**src/sv/msss_pkg.sv**
```systemverilog
// ----------------------------------------------------------------------------
// Masked byte signature scan package
// Shared widths, defaults, opcodes and the hold bundle that the queue and
// the result drain hand to the front end.
// ----------------------------------------------------------------------------
package msss_pkg;

   // Default sizes of the signature store and the byte counter.
   localparam int NUM_PATTERNS_DEF = 8;
   localparam int MAX_LEN_DEF      = 16;
   localparam int ADDR_WIDTH_DEF   = 32;

   // At most this many matches are reported for one scanned byte.
   localparam int MAX_RESULTS = 8;
   localparam int RCNT_W      = $clog2(MAX_RESULTS);

   // Entries in the match queue between front end and drain.
   localparam int QUEUE_DEPTH = 4;

   // Fixed field widths of the request and response beats.
   localparam int OPCODE_W = 2;
   localparam int BYTE_W   = 8;
   localparam int SEL_W    = 3;
   localparam int POS_W    = 4;
   localparam int LEN_W    = 5;
   localparam int OFFSET_W = 16;
   localparam int PID_W    = 3;
   localparam int MADDR_W  = 32;

   typedef enum logic [OPCODE_W-1:0] {
      OP_SCAN       = 2'd0,
      OP_WRITE_BYTE = 2'd1,
      OP_SET_LENGTH = 2'd2,
      OP_RESTART    = 2'd3
   } op_type;

   // Back pressure seen by the front end.
   typedef struct packed {
      logic queue_full;
      logic drain_busy;
   } msss_hold_type;

endpackage

```
**src/sv/msss_chan_if.sv**
```systemverilog


interface msss_rsp_if;
   logic                          valid;
   logic                          ready;
   logic [msss_pkg::PID_W-1:0]    pattern_id;
   logic [msss_pkg::MADDR_W-1:0]  match_address;
   logic                          last;

   modport source (
      output valid, pattern_id, match_address, last,
      input  ready
   );
   modport sink (
      input  valid, pattern_id, match_address, last,
      output ready
   );
endinterface

```
**src/sv/msss_drain.sv**
```systemverilog
// ----------------------------------------------------------------------------
// Match drain
// Takes hit vectors from the queue and reports one match per beat, lowest
// pattern first, with its address.
// ----------------------------------------------------------------------------
module msss_drain #(
   parameter int NUM_PATTERNS = msss_pkg::NUM_PATTERNS_DEF,
   parameter int ADDR_WIDTH   = msss_pkg::ADDR_WIDTH_DEF
) (
   input  logic                    clock,
   input  logic                    reset,
   input  logic                    q_valid,
   input  logic [NUM_PATTERNS-1:0] q_hits,
   input  logic [ADDR_WIDTH-1:0]   q_seen,
   input  logic [NUM_PATTERNS-1:0][msss_pkg::OFFSET_W-1:0] offsets,
   output logic                    pop,
   output logic                    busy,
   msss_rsp_if.source              rsp_bus
);

   localparam int PIDX_W = (NUM_PATTERNS > 1) ? $clog2(NUM_PATTERNS) : 1;
   localparam int AEXT_W = (ADDR_WIDTH > msss_pkg::MADDR_W) ? ADDR_WIDTH : msss_pkg::MADDR_W;

   logic                          busy_ff, busy_in;
   logic [NUM_PATTERNS-1:0]       mask_ff, mask_in;
   logic [ADDR_WIDTH-1:0]         seen_ff, seen_in;
   logic [msss_pkg::RCNT_W-1:0]   cnt_ff, cnt_in;

   logic                          rsp_valid_ff, rsp_valid_in;
   logic [msss_pkg::PID_W-1:0]    rsp_id_ff, rsp_id_in;
   logic [msss_pkg::MADDR_W-1:0]  rsp_addr_ff, rsp_addr_in;
   logic                          rsp_last_ff, rsp_last_in;

   logic                    advance, emit, is_last, done;
   logic [PIDX_W-1:0]       sel_idx;
   logic [NUM_PATTERNS-1:0] rem;
   logic [ADDR_WIDTH-1:0]   diff;
   logic [AEXT_W-1:0]       addr_ext;

   always_comb begin
      sel_idx = '0;
      for (int p = NUM_PATTERNS - 1; p >= 0; p--) begin
         if (mask_ff[p]) begin
            sel_idx = PIDX_W'(p);
         end
      end
   end

   assign rem      = mask_ff & ~(NUM_PATTERNS'(1) << sel_idx);
   assign diff     = seen_ff - ADDR_WIDTH'(offsets[sel_idx]);
   assign addr_ext = AEXT_W'(diff);

   assign advance = !rsp_valid_ff || rsp_bus.ready;
   assign emit    = busy_ff && advance;
   // The report for a byte stops early once the result limit is reached.
   assign is_last = (rem == '0) ||
                    (cnt_ff == msss_pkg::RCNT_W'(msss_pkg::MAX_RESULTS - 1));
   assign done    = emit && is_last;
   assign pop     = q_valid && (!busy_ff || done);
   assign busy    = busy_ff;

   always_comb begin
      busy_in = busy_ff;
      mask_in = mask_ff;
      seen_in = seen_ff;
      cnt_in  = cnt_ff;
      if (pop) begin
         busy_in = 1'b1;
         mask_in = q_hits;
         seen_in = q_seen;
         cnt_in  = '0;
      end else if (emit) begin
         busy_in = !is_last;
         mask_in = rem;
         cnt_in  = cnt_ff + msss_pkg::RCNT_W'(1);
      end
   end

   always_comb begin
      rsp_valid_in = rsp_valid_ff;
      rsp_id_in    = rsp_id_ff;
      rsp_addr_in  = rsp_addr_ff;
      rsp_last_in  = rsp_last_ff;
      if (emit) begin
         rsp_valid_in = 1'b1;
         rsp_id_in    = msss_pkg::PID_W'(sel_idx);
         rsp_addr_in  = addr_ext[msss_pkg::MADDR_W-1:0];
         rsp_last_in  = is_last;
      end else if (rsp_bus.ready) begin
         rsp_valid_in = 1'b0;
      end
   end

   always_ff @(posedge clock) begin
      if (reset) begin
         busy_ff      <= 1'b0;
         cnt_ff       <= '0;
         rsp_valid_ff <= 1'b0;
      end else begin
         busy_ff      <= busy_in;
         cnt_ff       <= cnt_in;
         rsp_valid_ff <= rsp_valid_in;
      end
   end

   always_ff @(posedge clock) begin
      mask_ff     <= mask_in;
      seen_ff     <= seen_in;
      rsp_id_ff   <= rsp_id_in;
      rsp_addr_ff <= rsp_addr_in;
      rsp_last_ff <= rsp_last_in;
   end

   assign rsp_bus.valid         = rsp_valid_ff;
   assign rsp_bus.pattern_id    = rsp_id_ff;
   assign rsp_bus.match_address = rsp_addr_ff;
   assign rsp_bus.last          = rsp_last_ff;

   a_busy_has_hit: assert property (@(posedge clock) disable iff (reset)
      busy_ff |-> mask_ff != '0)
      else $error("drain busy with no pending hit");

   a_last_ends: assert property (@(posedge clock) disable iff (reset)
      done && !pop |=> !busy_ff)
      else $error("drain kept working after the final match of a byte");

endmodule
```
**src/flat_wrapper.sv**
```systemverilog
// flat-port wrapper written by rule: the top's interface ports become plain ports
module msss_drain_flat 
#(
   parameter int NUM_PATTERNS = msss_pkg::NUM_PATTERNS_DEF,
   parameter int ADDR_WIDTH   = msss_pkg::ADDR_WIDTH_DEF
)
  (clock, reset, q_valid, q_hits, q_seen, offsets, pop, busy, rsp_bus_valid, rsp_bus_pattern_id, rsp_bus_match_address, rsp_bus_last, rsp_bus_ready);
  msss_rsp_if rsp_bus_i ();
  input  logic clock;
  input  logic reset;
  input  logic q_valid;
  input  logic [NUM_PATTERNS-1:0] q_hits;
  input  logic [ADDR_WIDTH-1:0] q_seen;
  input  logic [NUM_PATTERNS-1:0][msss_pkg::OFFSET_W-1:0] offsets;
  output logic pop;
  output logic busy;
  output wire logic [$bits(rsp_bus_i.valid)-1:0] rsp_bus_valid;
  output wire logic [$bits(rsp_bus_i.pattern_id)-1:0] rsp_bus_pattern_id;
  output wire logic [$bits(rsp_bus_i.match_address)-1:0] rsp_bus_match_address;
  output wire logic [$bits(rsp_bus_i.last)-1:0] rsp_bus_last;
  input wire logic [$bits(rsp_bus_i.ready)-1:0] rsp_bus_ready;
  assign rsp_bus_valid = rsp_bus_i.valid;
  assign rsp_bus_pattern_id = rsp_bus_i.pattern_id;
  assign rsp_bus_match_address = rsp_bus_i.match_address;
  assign rsp_bus_last = rsp_bus_i.last;
  assign rsp_bus_i.ready = rsp_bus_ready;
  msss_drain #(.NUM_PATTERNS(NUM_PATTERNS), .ADDR_WIDTH(ADDR_WIDTH)) u_core (.clock(clock), .reset(reset), .q_valid(q_valid), .q_hits(q_hits), .q_seen(q_seen), .offsets(offsets), .pop(pop), .busy(busy), .rsp_bus(rsp_bus_i));
endmodule
```
**config.mk**
```make
export PLATFORM = sky130hd
export DESIGN_NAME = msss_drain_flat
export DESIGN_NICKNAME = d
export VERILOG_FILES = /design/src/sv/msss_pkg.sv /design/src/sv/msss_chan_if.sv /design/src/sv/msss_drain.sv /design/src/flat_wrapper.sv
export SDC_FILE = /design/constraint.sdc
export NUM_CORES = 1
export LEC_CHECK = 0
export ABC_CLOCK_PERIOD_IN_PS = 5600
export BUFFER_PORTS_ARGS = -buffer_cell sky130_fd_sc_hd__buf_2
export CAP_MARGIN = 0
export CORE_MARGIN = 4
export CORE_UTILIZATION = 29
export CTS_CLUSTER_SIZE = 25
export DETAILED_ROUTE_END_ITERATION = 8
export PLACE_DENSITY = 0.53
export SLEW_MARGIN = 20
export SYNTH_ARGS = -nofsm -noshare
export SYNTH_HDL_FRONTEND = slang
export SYNTH_SLANG_ARGS = --single-unit
```
**constraint.sdc**
```tcl
create_clock -name clock -period 5.6 [get_ports clock]
set_input_delay 0.84 -clock clock [delete_from_list [all_inputs] [get_ports clock]]
set_output_delay 0.84 -clock clock [all_outputs]
set_load 0.005 [all_outputs]
```
==> results_dict.tcl <==
set metrics [dict create \
    status "complete, no violations" \
    skew_ns 0.00874 \
    cts_tree "done" \
    pwr-share-clk 0.280 \
    worst_pin_slew_ns 0.919 \
    drtAntennaViolNets 0 \
    combPwrFrac 0.357 \
    cp-start-kind "flip-flop" \
    synth-simple-area-share 0.143 \
    yosys.area_share.adder 0.0524 \
    synthMuxAreaShare 0.0547 \
    cpPeakStageDelay_ns 0.59 \
    cts_inserted_buffers 9 \
    max_cap_viol_count 0 \
    fin_crit_sh 0.841 \
    power.switching_uw 752 \
    period_minus_slack_ns 4.71 \
    yosys.cell_types.count 57 \
    area_delta_synth_final_pct 33.1 \
    hp-start "u_core.cnt_ff[1]" \
    place_ws_ns 0.855 \
    ys.flop_type "edfxtp_1" \
    gr-usage-all-layers 0.167 \
    crit_fanout 16 \
    hold_viol_final 0 \
    synthCells 458 \
    wl_per_cell_microns 17.8 \
    antenna_found_initial 3 \
    io_pins 211 \
    utilization 0.392 \
    clock_path_buffers 2 \
    drc_errors 0 \
    layout_setup_ws_ns 0.888 \
    grt_max_degree 37 \
    cpMostUsedCell "a211oi_1" \
    max_freq_ghz 0.212 \
    grt_pass1_vias 4439 \
    critPathArrivalTime_ns 4.80 \
    placementRows 47 \
    tns_ns 0 \
    critPathCaptureType "flip-flop" \
    dp.cells 877 \
    synthArstFlopShare 0 \
    design_area_sq_um 6480 \
    maxSlewHeadroom 0.382 \
    worst_hold_slack_ns 0.538 \
    synth_top_family_by_area "compound AO/OA/AOI/OAI gates" \
    layoutNonFillerInstCount 895 \
    r2r_setup_slack_ns 0.89 \
    p_leak_nw 2.81 \
    synth_edf_count 76 \
    overflow 0 \
    rsz0062_at_grt "false" \
    crit_start "u_core.mask_ff[6]" \
    yosysSeqAreaShare 0.489 \
    crit_required_ns 5.68 \
    met1Wirelength_microns 6810 \
    power_switching_share 0.332 \
    port_buffers 210 \
    gp_congestion 0.852 \
    drt-total-wl_microns 16000 \
    hpwl_microns 12900 \
    clk_latency_ns 0.34 \
    vias 4374 \
    synth_xor_area_frac 0.0522 \
    clkTransAtPathRegs_ns 0.06 \
    synth_area_leaders "edfxtp_1 47%, mux2i_1 4.9%, ha_1 4.6%, a21oi_1 4.2%, a211oi_1 3.2%" \
    cts.sinks 81 \
    die_x_microns 138 \
    first_pass_iters 4 \
    hold_depth 2 \
    postCtsSetupBuffers 0 \
    hold_path_end "u_core.cnt_ff[1]" \
    start_util 0.295 \
    grt_pass1_wl_microns 23700 \
    rr_worst_depth 18 \
    vias_per_cell 4.89 \
    netlist_area_sq_um 4870 \
    power.internal_mw 1.51 \
    synth_top_cell_by_area "edfxtp_1" \
    irDropWorstVdd_mv 0.170 \
    htreeDepth 3 \
    top_layer_used "met5" \
    synth-seq-cells 81 \
    dr_wl_met3_microns 972 \
    layout-drive-gt1-share 0.373 \
    syn_avg_cell_area_sq_um 10.6 \
    die_y_microns 138 \
    r2r_end "u_core.rsp_bus.match_address[26]" \
    crit_slowest_cell "a31oi_1" \
    clock-root-buffer "clkbuf_16" \
    met2_length_microns 7850 \
    crit-reg2reg-launch "u_core.mask_ff[6]" \
    synth_compound_area_frac 0.172 \
    yosysTopAreaCellShare 0.469 \
    path_cells "or2_1 -> a211oi_1 -> or3_1 -> inv_2 -> nand2b_1 -> buf_4 -> o22ai_1 -> o32ai_1 -> ha_1 -> inv_1 -> fa_1 -> a211oi_1 -> nor2_1 -> o21a_1 -> a31o_2 -> a31oi_1 -> nand3_1 -> xnor2_1" \
    core_region_area_sq_um 16500 \
    placed_area_sq_um 6160 \
    cellPowerDensity_nw_per_um2 349 \
    criticalPathCategory "reg -> reg" \
    slew_viol_final 0 \
    seq_power_share 0.363 \
    postCtsResizedCells 0 \
    syn_nets 649 \
    fin_total_pwr_mw 2.27 \
    die_area_sq_um 18900 \
    finalSetupViolCount 0 \
    min_path_type "reg -> reg" \
    nets 859 \
    drtIter0Drc 226 \
    yosys_warnings 0 \
    cts_hold_buf 0 \
]
## placed cells by master (no fill, tap or decap), types with 3 or more instances in the layout
| master | Yosys | layout |
|---|---|---|
| or4_1 | 3 | 3 |
| a211oi_1 | 21 | 21 |
| nor2_2 | 3 | 3 |
| a21o_1 | 8 | 8 |
| and3_1 | 4 | 4 |
| nor3_1 | 26 | 26 |
| clkbuf_16 | 0 | 9 |
| buf_4 | 3 | 11 |
| nand2_1 | 14 | 14 |
| ha_1 | 18 | 18 |
| mux2i_1 | 24 | 24 |
| or3_1 | 4 | 4 |
| o21ai_0 | 26 | 26 |
| buf_2 | 7 | 210 |
| nor4_2 | 3 | 3 |
| o22ai_1 | 16 | 16 |
| nor2_1 | 36 | 36 |
| xor2_1 | 13 | 13 |
| nand3_1 | 6 | 6 |
| edfxtp_1 | 76 | 76 |
| dfxtp_1 | 5 | 5 |
| nor2b_1 | 16 | 16 |
| xnor2_1 | 16 | 16 |
| nand2b_1 | 4 | 4 |
| o21a_1 | 3 | 3 |
| a21oi_1 | 41 | 41 |
| inv_1 | 13 | 13 |
| inv_2 | 4 | 4 |
## worst max-delay path, delay by kind of cell, from the launching register on
kind / cells / cell delay, ns
AO/OA/AOI/OAI: 7 / 2.07
AND/OR/NAND/NOR: 5 / 0.83
adder cells (fa/ha/maj): 2 / 0.64
flip-flops: 1 / 0.42
buffers and inverters: 3 / 0.33
XOR/XNOR: 1 / 0.18
## how the worst max path moves through the flow
| stage | endpoint |
|---|---|
| 2_1_floorplan | u_core.rsp_bus.match_address[24] |
| 3_3_place_gp | u_core.rsp_bus.match_address[24] |
| 3_5_place_dp | u_core.rsp_bus.match_address[26] |
| 4_1_cts | u_core.rsp_bus.match_address[26] |
| 5_1_grt | u_core.rsp_bus.match_address[26] |
| 6_report | u_core.rsp_bus.match_address[26] |
## power groups by stage
stage               Clock (mW)  Combinational (mW)  Sequential, mW
floorplan                    0               0.544           0.824
global placement             0               0.798           0.835
detailed placement           0               0.812           0.836
CTS                      0.649               0.815           0.823
global route             0.675               0.904           0.831
finish                   0.634               0.809           0.822
## cell families (layout without fill, tap and decap cells)
family	after synthesis	count (layout)
buffers and inverters	39	254
and+or+nand+nor	131	131
DFF	81	81
other	0	2
adders and majority gates	20	20
xor gates and xnor gates	29	29
AOI/OAI and AO/OA	132	132
muxes	26	26
## cells in the mapped netlist (2+ instances only)
master and n:
nor2b_1 16, o21ai_0 26, nand3b_1 2, a21o_1 8, nand2b_1 4, nor2_1 36
nor4_2 3, and3_1 4, and2b_1 2, inv_1 13, nor3_1 26, mux2i_1 24
nand3_1 6, or2_1 2, a211oi_1 21, nand2_1 14, dfxtp_1 5, buf_4 3
ha_1 18, buf_6 2, nand4b_1 2, a21oi_1 41, or4_1 3, xnor2_1 16
clkbuf_1 10, or3_1 4, o21a_1 3, buf_2 7, inv_2 4, xor2_1 13
a31oi_1 2, edfxtp_1 76, o22ai_1 16, nor2_2 3
## registers in the layout (all words and copies together) (netlist names)
register and cells:
u_core.rsp_bus.valid 1, u_core.mask_ff 8, u_core.rsp_bus.match_address 32, u_core.seen_ff 32
u_core.rsp_bus.last 1, u_core.rsp_bus.pattern_id 3, u_core.busy 1, u_core.cnt_ff 3
## routing by layer
layer,track usage,up-vias
met3,0.0296,22
met5,0,-
met2,0.274,153
met1,0.216,2046
li1,-,2151
met4,0.0671,2
## cell type report
type	count	area, sq um
Fill cell	1641	10000
Clock buffer	9	225
Clock inverter	7	92.6
Multi-Input combinational cell	338	2310
Tap cell	220	275
Timing Repair Buffer	221	1130
Inverter	17	63.8
Antenna cell	2	5.00
Sequential cell	81	2380
Note: power is estimated with default switching activity, not from simulation.
