$ cat src/sv/msss_pkg.sv
// ----------------------------------------------------------------------------
// Masked byte signature scan package
// Shared widths, defaults, opcodes and the hold bundle that the queue and
// the result drain hand to the front end.
// ----------------------------------------------------------------------------
package msss_pkg;

   // Default sizes of the signature store and the byte counter.
   localparam int NUM_PATTERNS_DEF = 8;
   localparam int MAX_LEN_DEF      = 16;
   localparam int ADDR_WIDTH_DEF   = 32;

   // At most this many matches are reported for one scanned byte.
   localparam int MAX_RESULTS = 8;
   localparam int RCNT_W      = $clog2(MAX_RESULTS);

   // Entries in the match queue between front end and drain.
   localparam int QUEUE_DEPTH = 4;

   // Fixed field widths of the request and response beats.
   localparam int OPCODE_W = 2;
   localparam int BYTE_W   = 8;
   localparam int SEL_W    = 3;
   localparam int POS_W    = 4;
   localparam int LEN_W    = 5;
   localparam int OFFSET_W = 16;
   localparam int PID_W    = 3;
   localparam int MADDR_W  = 32;

   typedef enum logic [OPCODE_W-1:0] {
      OP_SCAN       = 2'd0,
      OP_WRITE_BYTE = 2'd1,
      OP_SET_LENGTH = 2'd2,
      OP_RESTART    = 2'd3
   } op_type;

   // Back pressure seen by the front end.
   typedef struct packed {
      logic queue_full;
      logic drain_busy;
   } msss_hold_type;

endpackage

$ cat src/sv/msss_queue.sv
// ----------------------------------------------------------------------------
// Match queue
// Small register FIFO holding one entry per scanned byte that hit.
// ----------------------------------------------------------------------------
module msss_queue #(
   parameter int WIDTH = 40,
   parameter int DEPTH = msss_pkg::QUEUE_DEPTH
) (
   input  logic             clock,
   input  logic             reset,
   input  logic             push,
   input  logic [WIDTH-1:0] push_data,
   input  logic             pop,
   output logic             q_valid,
   output logic [WIDTH-1:0] q_data,
   output logic             full
);

   localparam int PTR_W = (DEPTH > 1) ? $clog2(DEPTH) : 1;
   localparam int CNT_W = $clog2(DEPTH + 1);

   logic [WIDTH-1:0] entry_ff [DEPTH];
   logic [PTR_W-1:0] wr_ptr_ff, wr_ptr_in;
   logic [PTR_W-1:0] rd_ptr_ff, rd_ptr_in;
   logic [CNT_W-1:0] count_ff, count_in;

   function automatic logic [PTR_W-1:0] bump(input logic [PTR_W-1:0] ptr);
      if (ptr == PTR_W'(DEPTH - 1)) begin
         bump = '0;
      end else begin
         bump = ptr + PTR_W'(1);
      end
   endfunction

   assign q_valid = (count_ff != '0);
   assign full    = (count_ff == CNT_W'(DEPTH));
   assign q_data  = entry_ff[rd_ptr_ff];

   always_comb begin
      wr_ptr_in = push ? bump(wr_ptr_ff) : wr_ptr_ff;
      rd_ptr_in = pop ? bump(rd_ptr_ff) : rd_ptr_ff;
      count_in  = count_ff;
      if (push && !pop) begin
         count_in = count_ff + CNT_W'(1);
      end else if (pop && !push) begin
         count_in = count_ff - CNT_W'(1);
      end
   end

   always_ff @(posedge clock) begin
      if (reset) begin
         wr_ptr_ff <= '0;
         rd_ptr_ff <= '0;
         count_ff  <= '0;
      end else begin
         wr_ptr_ff <= wr_ptr_in;
         rd_ptr_ff <= rd_ptr_in;
         count_ff  <= count_in;
      end
   end

   always_ff @(posedge clock) begin
      if (push) begin
         entry_ff[wr_ptr_ff] <= push_data;
      end
   end

   a_count_bound: assert property (@(posedge clock) disable iff (reset)
      count_ff <= CNT_W'(DEPTH))
      else $error("match queue count beyond its depth");

   a_push_grows: assert property (@(posedge clock) disable iff (reset)
      push && !pop |=> count_ff == $past(count_ff) + CNT_W'(1))
      else $error("match queue lost a pushed entry");

endmodule

$ cat config.mk
export PLATFORM = sky130hd
export DESIGN_NAME = msss_queue
export DESIGN_NICKNAME = d
export VERILOG_FILES = /design/src/sv/msss_pkg.sv /design/src/sv/msss_queue.sv
export SDC_FILE = /design/constraint.sdc
export NUM_CORES = 1
export LEC_CHECK = 0
export BUFFER_PORTS_ARGS = -buffer_cell sky130_fd_sc_hd__buf_4
export CORE_MARGIN = 2
export CORE_UTILIZATION = 61
export CTS_BUF_LIST = sky130_fd_sc_hd__clkbuf_8 sky130_fd_sc_hd__clkbuf_16
export DETAILED_ROUTE_END_ITERATION = 8
export PLACE_DENSITY = 0.91
export SETUP_SLACK_MARGIN = 0.15
export SYNTH_ARGS = -nofsm -noshare
export SYNTH_HDL_FRONTEND = slang
export SYNTH_SLANG_ARGS = --single-unit
$ cat constraint.sdc
create_clock -name clock -period 5.25 [get_ports clock]
set_input_delay 1.05 -clock clock [delete_from_list [all_inputs] [get_ports clock]]
set_output_delay 1.05 -clock clock [all_outputs]
set_load 0.1 [all_outputs]
==> flow_metrics.py, run 1 <==
metrics = {
    "cells_and_area": {
        "antenna_cells": 0,
        "post-route-util": 0.769,
        "final_cell_area_um2": 7590,
        "fin_nets": 399,
        "area_delta_synth_final_pct": 21.2,
        "layout-drive-gt1-share": 0.443,
    },
    "critical_path": {
        "cp-start-kind": "register",
        "crit_buf_inv": 1,
        "slowest_delay_ns": 0.85,
        "crit_type": "reg2out",
        "cp_data_required_time_ns": 4.20,
        "path_depth": 2,
        "reg2regPathDepth": 2,
        "r2r_setup_slack_ns": 3.36,
        "crit-reg2reg-capture": "entry_ff[3][13]",
        "arrival_ns": 2.28,
        "r2r-start": "wr_ptr_ff[0]",
        "crit_slowest_cell": "dfxtp_4",
        "cp_max_fo": 40,
        "crit_chain": "mux4_2 -> buf_4",
        "endpoint": "q_data[14]",
        "critical_path.top_delay_family": "flip-flops",
        "cp-end-kind": "output pin",
    },
    "drt": {
        "detailroute.via_count": 2805,
        "drc_errors": 0,
        "drt_pre_antenna_iters": 4,
        "ant_nets": 0,
        "dr.first_iter.drc_count": 175,
        "drt-vias-per-instance": 5.68,
        "wl_um": 10200,
        "wire_per_inst_um": 20.6,
    },
    "power": {
        "p_leak_nw": 2.64,
        "p_switching_mw": 0.914,
        "seq_power_share": 0.467,
        "max-vdd-ir-drop_mv": 0.262,
        "switching_share": 0.269,
        "power_density_nw_per_um2": 447,
        "combPwrFrac": 0.169,
        "p_int_mw": 2.48,
        "clockPowerShare": 0.364,
    },
    "job": {
        "maxCapViolCount": 0,
    },
    "placed_design": {
        "dp_slack_ns": 2.38,
        "dpl_cell_area_um2": 6960,
        "dp_hpwl_um": 5930,
        "io_buffers": 85,
        "gp_congestion": 0.702,
    },
    "timing": {
        "tns_ns": 0,
        "rsz0062_at_grt": "false",
        "period_needed_ns": 3.33,
        "slew_headroom": 0.282,
        "fin_skew_ns": 0.00444,
        "setup_viol": 0,
        "layout_setup_ws_ns": 1.92,
        "drv_slew": 0,
        "clock.fmax_ghz": 0.300,
        "tightest_slew_ns": 1.08,
        "hold_viol": 0,
        "fin_crit_sh": 0.635,
        "hold_ws_ns": 0.513,
    },
    "global_routing": {
        "grt_pass1_wl_um": 16000,
        "grt_pass1_vias": 3071,
        "grt_max_degree": 41,
        "grt_util_all_layers": 0.199,
        "overflow": 0,
        "antenna_found_initial": 0,
    },
    "clocking": {
        "cts_sinks": 169,
        "cts.path.max_buffers": 2,
        "path_clk_slew_ns": 0.06,
        "cts-buffers-inserted": 17,
        "cts_resized": 0,
        "post_cts_buffers": 0,
        "postCtsHoldBufs": 0,
        "cts_tree": "yes",
        "clk_latency_ns": 0.50,
        "cts-root-buf": "clkbuf_8",
        "htreeDepth": 4,
    },
    "die": {
        "fp.dieH_um": 105,
        "io_pins": 86,
        "core_um2": 9860,
        "rows": 36,
        "initial_core_util": 0.634,
        "dieArea_um2": 11100,
        "die_x_um": 105,
    },
    "synth": {
        "yosysUniqueCellTypes": 17,
        "yosys_warnings": 0,
        "netlist_area_um2": 6260,
        "syn-instance-count": 253,
        "avgSynthCellArea_um2": 24.7,
        "synth_commonest_cells": "edfxtp_1 (160), mux4_2 (40), dfxtp_1 (9)",
        "synth_seq_area_share": 0.796,
        "yosys.area.top_type_share": 0.768,
        "synth_top_area_cell": "edfxtp_1",
        "async_flop_share": 0,
        "ys_ff_latch": 169,
        "synth-main-ff-cell": "edfxtp_1",
        "synth_edf_count": 160,
        "synthTopCellsByArea": "edfxtp_1 (77%), mux4_2 (14%), dfxtp_1 (2.9%)",
        "syn-num-nets": 304,
        "yosysMostFrequentCell": "edfxtp_1",
    },
    "status": {
        "outcome": "completed",
    },
    "hold_path": {
        "hold_path_class": "reg2reg",
    },
}
## power groups by stage
| stage | clock (mW) | sequential [mW] | combinational [mW] |
|---|---|---|---|
| 2_1_floorplan | 0 | 1.58 | 0.476 |
| 6_report | 1.24 | 1.59 | 0.573 |
| 3_3_place_gp | 0 | 1.61 | 0.568 |
| 5_1_grt | 1.32 | 1.59 | 0.592 |
| 4_1_cts | 1.26 | 1.59 | 0.578 |
| 3_5_place_dp | 0 | 1.61 | 0.576 |
## layout by cell type, fill, tap and decap left out
cell type  instances
o21ai_0            1
nor2_1             7
dfxtp_4            1
buf_4             85
clkbuf_8           5
bufinv_16          1
and2_2             4
fa_1               1
a21oi_1            2
mux2i_1            4
edfxtp_1         160
nor3b_1            2
dfxtp_1            7
xor2_1             2
mux4_2            40
or3_1              2
dfxtp_2            1
clkinv_2           3
clkbuf_16         20
inv_1              7
ha_1               6
## sequential cells by signal, summed over array words and instances (netlist names), named ones only
name	count
rd_ptr_ff	2
wr_ptr_ff	2
count_ff	3
entry_ff	160
## worst reg2reg max path: stages (launching register included)
cell	delay [ns]
dfxtp_1	0.40
ha_1	0.21
and2_2	0.88
## routing by layer
layer | part of all wire | vias up | track usage | routed length, um
met5 | 0 | - | 0 | 0
met4 | 0.0019 | 0 | 0.0571 | 19
met2 | 0.52 | 100 | 0.326 | 5250
li1 | - | 1249 | - | -
met1 | 0.41 | 1453 | 0.259 | 4210
met3 | 0.069 | 3 | 0.0649 | 707
## cell families after synthesis
family                   count (synthesis)  share of synthesized area
AO/OA/AOI/OAI                            3                    0.00240
XOR/XNOR                                 2                    0.00280
adder cells (fa/ha/maj)                  7                     0.0152
buffers and inverters                   13                     0.0202
flip-flops                             169                      0.796
multiplexers                            44                      0.150
AND/OR/NAND/NOR                         15                     0.0126
## final cells by class
class | count | area [um2]
clock buffers | 25 | 569
repair buffers | 85 | 638
inverters | 4 | 15.0
flip-flops and latches | 169 | 4990
well taps | 133 | 166
fillers | 523 | 2280
multi-input cells | 71 | 1150
clock inverters | 7 | 56.3
## worst min path at each step
stage                start          end  slack (ns)  depth (start not counted)
6_report       count_ff[2]  count_ff[2]        0.51                          2
5_1_grt        count_ff[2]  count_ff[2]        0.56                          2
4_1_cts        count_ff[2]  count_ff[2]        0.51                          2
3_5_place_dp   count_ff[2]  count_ff[2]        0.50                          2
3_3_place_gp   count_ff[2]  count_ff[2]        0.48                          2
2_1_floorplan  count_ff[2]  count_ff[2]        0.46                          2
## through the flow
step / instances / power (mW)
floorplan: 253 / 2.06
global placement: 462 / 2.18
global route: 494 / 3.51
finish: 494 / 3.39
CTS: 494 / 3.42
detailed placement: 462 / 2.19
No activity file was read; power rests on OpenSTA's default activity.
==> inputs of run 2 (changes only) <==
--- a/config.mk
+++ b/config.mk
@@ -5,12 +5,13 @@
 export SDC_FILE = /design/constraint.sdc
 export NUM_CORES = 1
 export LEC_CHECK = 0
+export ABC_AREA = 1
 export BUFFER_PORTS_ARGS = -buffer_cell sky130_fd_sc_hd__buf_4
 export CORE_MARGIN = 2
-export CORE_UTILIZATION = 61
+export CORE_UTILIZATION = 57
 export CTS_BUF_LIST = sky130_fd_sc_hd__clkbuf_8 sky130_fd_sc_hd__clkbuf_16
 export DETAILED_ROUTE_END_ITERATION = 8
-export PLACE_DENSITY = 0.91
+export PLACE_DENSITY = 0.86
 export SETUP_SLACK_MARGIN = 0.15
 export SYNTH_ARGS = -nofsm -noshare
 export SYNTH_HDL_FRONTEND = slang
==> constraint.sdc (replaced) <==
create_clock -name clock -period 3.1 [get_ports clock]
set_input_delay 0.62 -clock clock [delete_from_list [all_inputs] [get_ports clock]]
set_output_delay 0.62 -clock clock [all_outputs]
set_load 0.1 [all_outputs]
==> run 2 against run 1 <==
Compared with the run above:
- hold slack worse by 0.12 ns
- global-route usage is 1.4 points higher
- clock skew is 0.0098 ns higher
- sequential power increased by 66%
- critical path depth up 3
- register-to-register slack got worse by 2.1 ns
- count of clock-buffer cells in the layout shrank 7
- critical endpoint is now q_data[38]
- largest cell class unchanged
- highest routed layer unchanged
==> flow_metrics.py, run 2 <==
metrics = {
    "status": {
        "outcome": "completed",
    },
    "cells_and_area": {
        "fillCellCount": 768,
        "reg.largest.list": "entry_ff x160, count_ff x3",
        "final_cell_area_um2": 7760,
        "largest_reg_flops": 160,
        "antenna_cells": 0,
        "final_common_cell": "edfxtp_1",
        "register_area_um2": 4990,
        "layout-drive-gt1-share": 0.243,
        "post-route-util": 0.688,
        "final_cell_mix": "edfxtp_1 (160), buf_4 (91), nor2_1 (89), o21ai_0 (43), o22ai_1 (40)",
        "multiInputGateArea_um2": 1190,
        "regMostFlops": "entry_ff",
        "area_delta_synth_final_pct": 19.1,
        "fin_nets": 585,
    },
    "drt": {
        "wl_um": 12600,
        "detailroute.via_count": 3879,
        "wire_per_inst_um": 18.3,
        "drt-vias-per-instance": 5.62,
        "drc_errors": 0,
        "dr.first_iter.drc_count": 246,
        "drt_pre_antenna_iters": 4,
        "ant_nets": 0,
    },
    "power": {
        "total_power_mw": 5.89,
        "max-vdd-ir-drop_mv": 0.444,
        "p_leak_nw": 2.81,
        "power_density_nw_per_um2": 759,
    },
    "clocking": {
        "postCtsHoldBufs": 0,
        "path_clk_slew_ns": 0.06,
        "clk_latency_ns": 0.42,
        "cts_tree": "yes",
        "cts_resized": 0,
        "cts-root-buf": "clkbuf_16",
        "cts-buffers-inserted": 17,
        "htreeDepth": 4,
        "cts.path.max_buffers": 2,
        "cts_sinks": 169,
        "post_cts_buffers": 0,
    },
    "die": {
        "initial_core_util": 0.578,
        "io_pins": 86,
        "dieArea_um2": 12300,
        "die_x_um": 111,
        "core_um2": 11300,
        "rows": 39,
        "fp.dieH_um": 111,
    },
    "synth": {
        "yosys_warnings": 0,
        "synth_xor_area_frac": 0.00134,
        "syn-instance-count": 447,
        "synth_top_family_by_area": "compound AO/OA/AOI/OAI gates",
        "synth_seq_area_share": 0.765,
        "yosysMostFrequentCell": "edfxtp_1",
        "synthTopCellsByArea": "edfxtp_1 (74%), nor2_1 (5.1%), o22ai_1 (3.8%)",
        "synth_edf_count": 160,
        "syn-num-nets": 498,
        "yosys.area.top_type_share": 0.738,
        "synth_commonest_cells": "edfxtp_1 (160), nor2_1 (89), o21ai_0 (43)",
        "ys_ff_latch": 169,
        "yosysUniqueCellTypes": 22,
        "synth_fa_ha_area_frac": 0.0146,
        "avgSynthCellArea_um2": 14.6,
        "synth_compound_gate_area_share": 0.106,
        "async_flop_share": 0,
        "netlist_area_um2": 6510,
        "synth_top_area_cell": "edfxtp_1",
        "synthSimpleGateAreaFrac": 0.0605,
        "muxShareOfSynthArea": 0,
        "synth-main-ff-cell": "edfxtp_1",
    },
    "critical_path": {
        "cp-start-kind": "register",
        "crit-reg2reg-capture": "entry_ff[3][9]",
        "r2r-start": "wr_ptr_ff[0]",
        "crit_type": "reg2out",
        "crit_chain": "clkinv_1 -> buf_12 -> o21ai_1 -> o22ai_1 -> buf_4",
        "cp_max_fo": 22,
        "r2r_setup_slack_ns": 1.28,
        "crit_slowest_cell": "clkinv_1",
        "arrival_ns": 2.15,
        "cp-end-kind": "output pin",
        "slowest_delay_ns": 0.51,
        "reg2regPathDepth": 4,
        "cp_data_required_time_ns": 2.48,
    },
    "job": {
        "maxCapViolCount": 0,
    },
    "global_routing": {
        "grt_util_all_layers": 0.213,
        "grt_pass1_vias": 3921,
        "grt_max_degree": 81,
        "antenna_found_initial": 0,
        "overflow": 0,
        "grt_pass1_wl_um": 19800,
    },
    "timing": {
        "rsz0062_at_grt": "false",
        "slew_headroom": 0.341,
        "tightest_slew_ns": 0.988,
        "clock.fmax_ghz": 0.361,
        "fin_crit_sh": 0.894,
        "hold_ws_ns": 0.389,
        "fin_skew_ns": 0.0142,
        "hold_viol": 0,
        "tns_ns": 0,
        "setup_viol": 0,
        "period_needed_ns": 2.77,
        "drv_slew": 0,
    },
    "placed_design": {
        "dp_hpwl_um": 7210,
        "gp_congestion": 0.789,
        "dpl_cell_area_um2": 7160,
        "io_buffers": 85,
    },
    "hold_path": {
        "holdPathEnd": "wr_ptr_ff[0]",
        "holdPathStages": 2,
        "hold_path_class": "in2reg",
        "hp-start": "reset",
    },
}
[run 2: final cells by class]
type	count	area share
Timing Repair Buffer	93	0.0932
Tap cell	143	0.0231
Clock buffer	18	0.0566
Inverter	16	0.00936
Sequential cell	169	0.643
Clock inverter	14	0.0206
Multi-Input combinational cell	237	0.154
[run 2: cell families after synthesis]
kind of cell    after synthesis
flops                       169
compound gates              126
simple gates                103
buf+inv                      41
fa+ha+maj                     7
xor+xnor                      1
[run 2: worst max path at each step]
stage	from	endpoint	cells past startpoint
3_3_place_gp	register	q_data[36]	5
4_1_cts	register	q_data[38]	5
6_report	register	q_data[38]	5
2_1_floorplan	register	q_data[0]	5
5_1_grt	register	q_data[38]	5
3_5_place_dp	register	q_data[38]	5
[run 2: routing by layer]
| layer | GRT usage | vias to the layer above | wire [um] |
|---|---|---|---|
| li1 | - | 1839 | - |
| met1 | 0.253 | 1886 | 5040 |
| met5 | 0 | - | 0 |
| met4 | 0.0817 | 0 | 210 |
| met2 | 0.348 | 135 | 6390 |
| met3 | 0.0875 | 19 | 971 |
[run 2: critical path: cells and delay by family, from the launching register on]
family | cells | cell delay [ns]
compound gates | 2 | 0.25
buf+inv | 3 | 1.16
flops | 1 | 0.32
[run 2: stage by stage]
stage / worst slack (ns) / cells
after floorplan: 0.297 / 447
after global placement: 0.874 / 658
after detailed placement: 0.750 / 658
after CTS: 0.307 / 690
after global routing: 0.155 / 690
final: 0.329 / 690
[run 2: where the power goes]
group	leakage [nW]	internal (mW)	total [mW]	switching, mW
Sequential	1.54	2.61	2.64	0.0353
Combinational	0.972	0.239	1.15	0.907
Clock	0.296	1.28	2.10	0.820
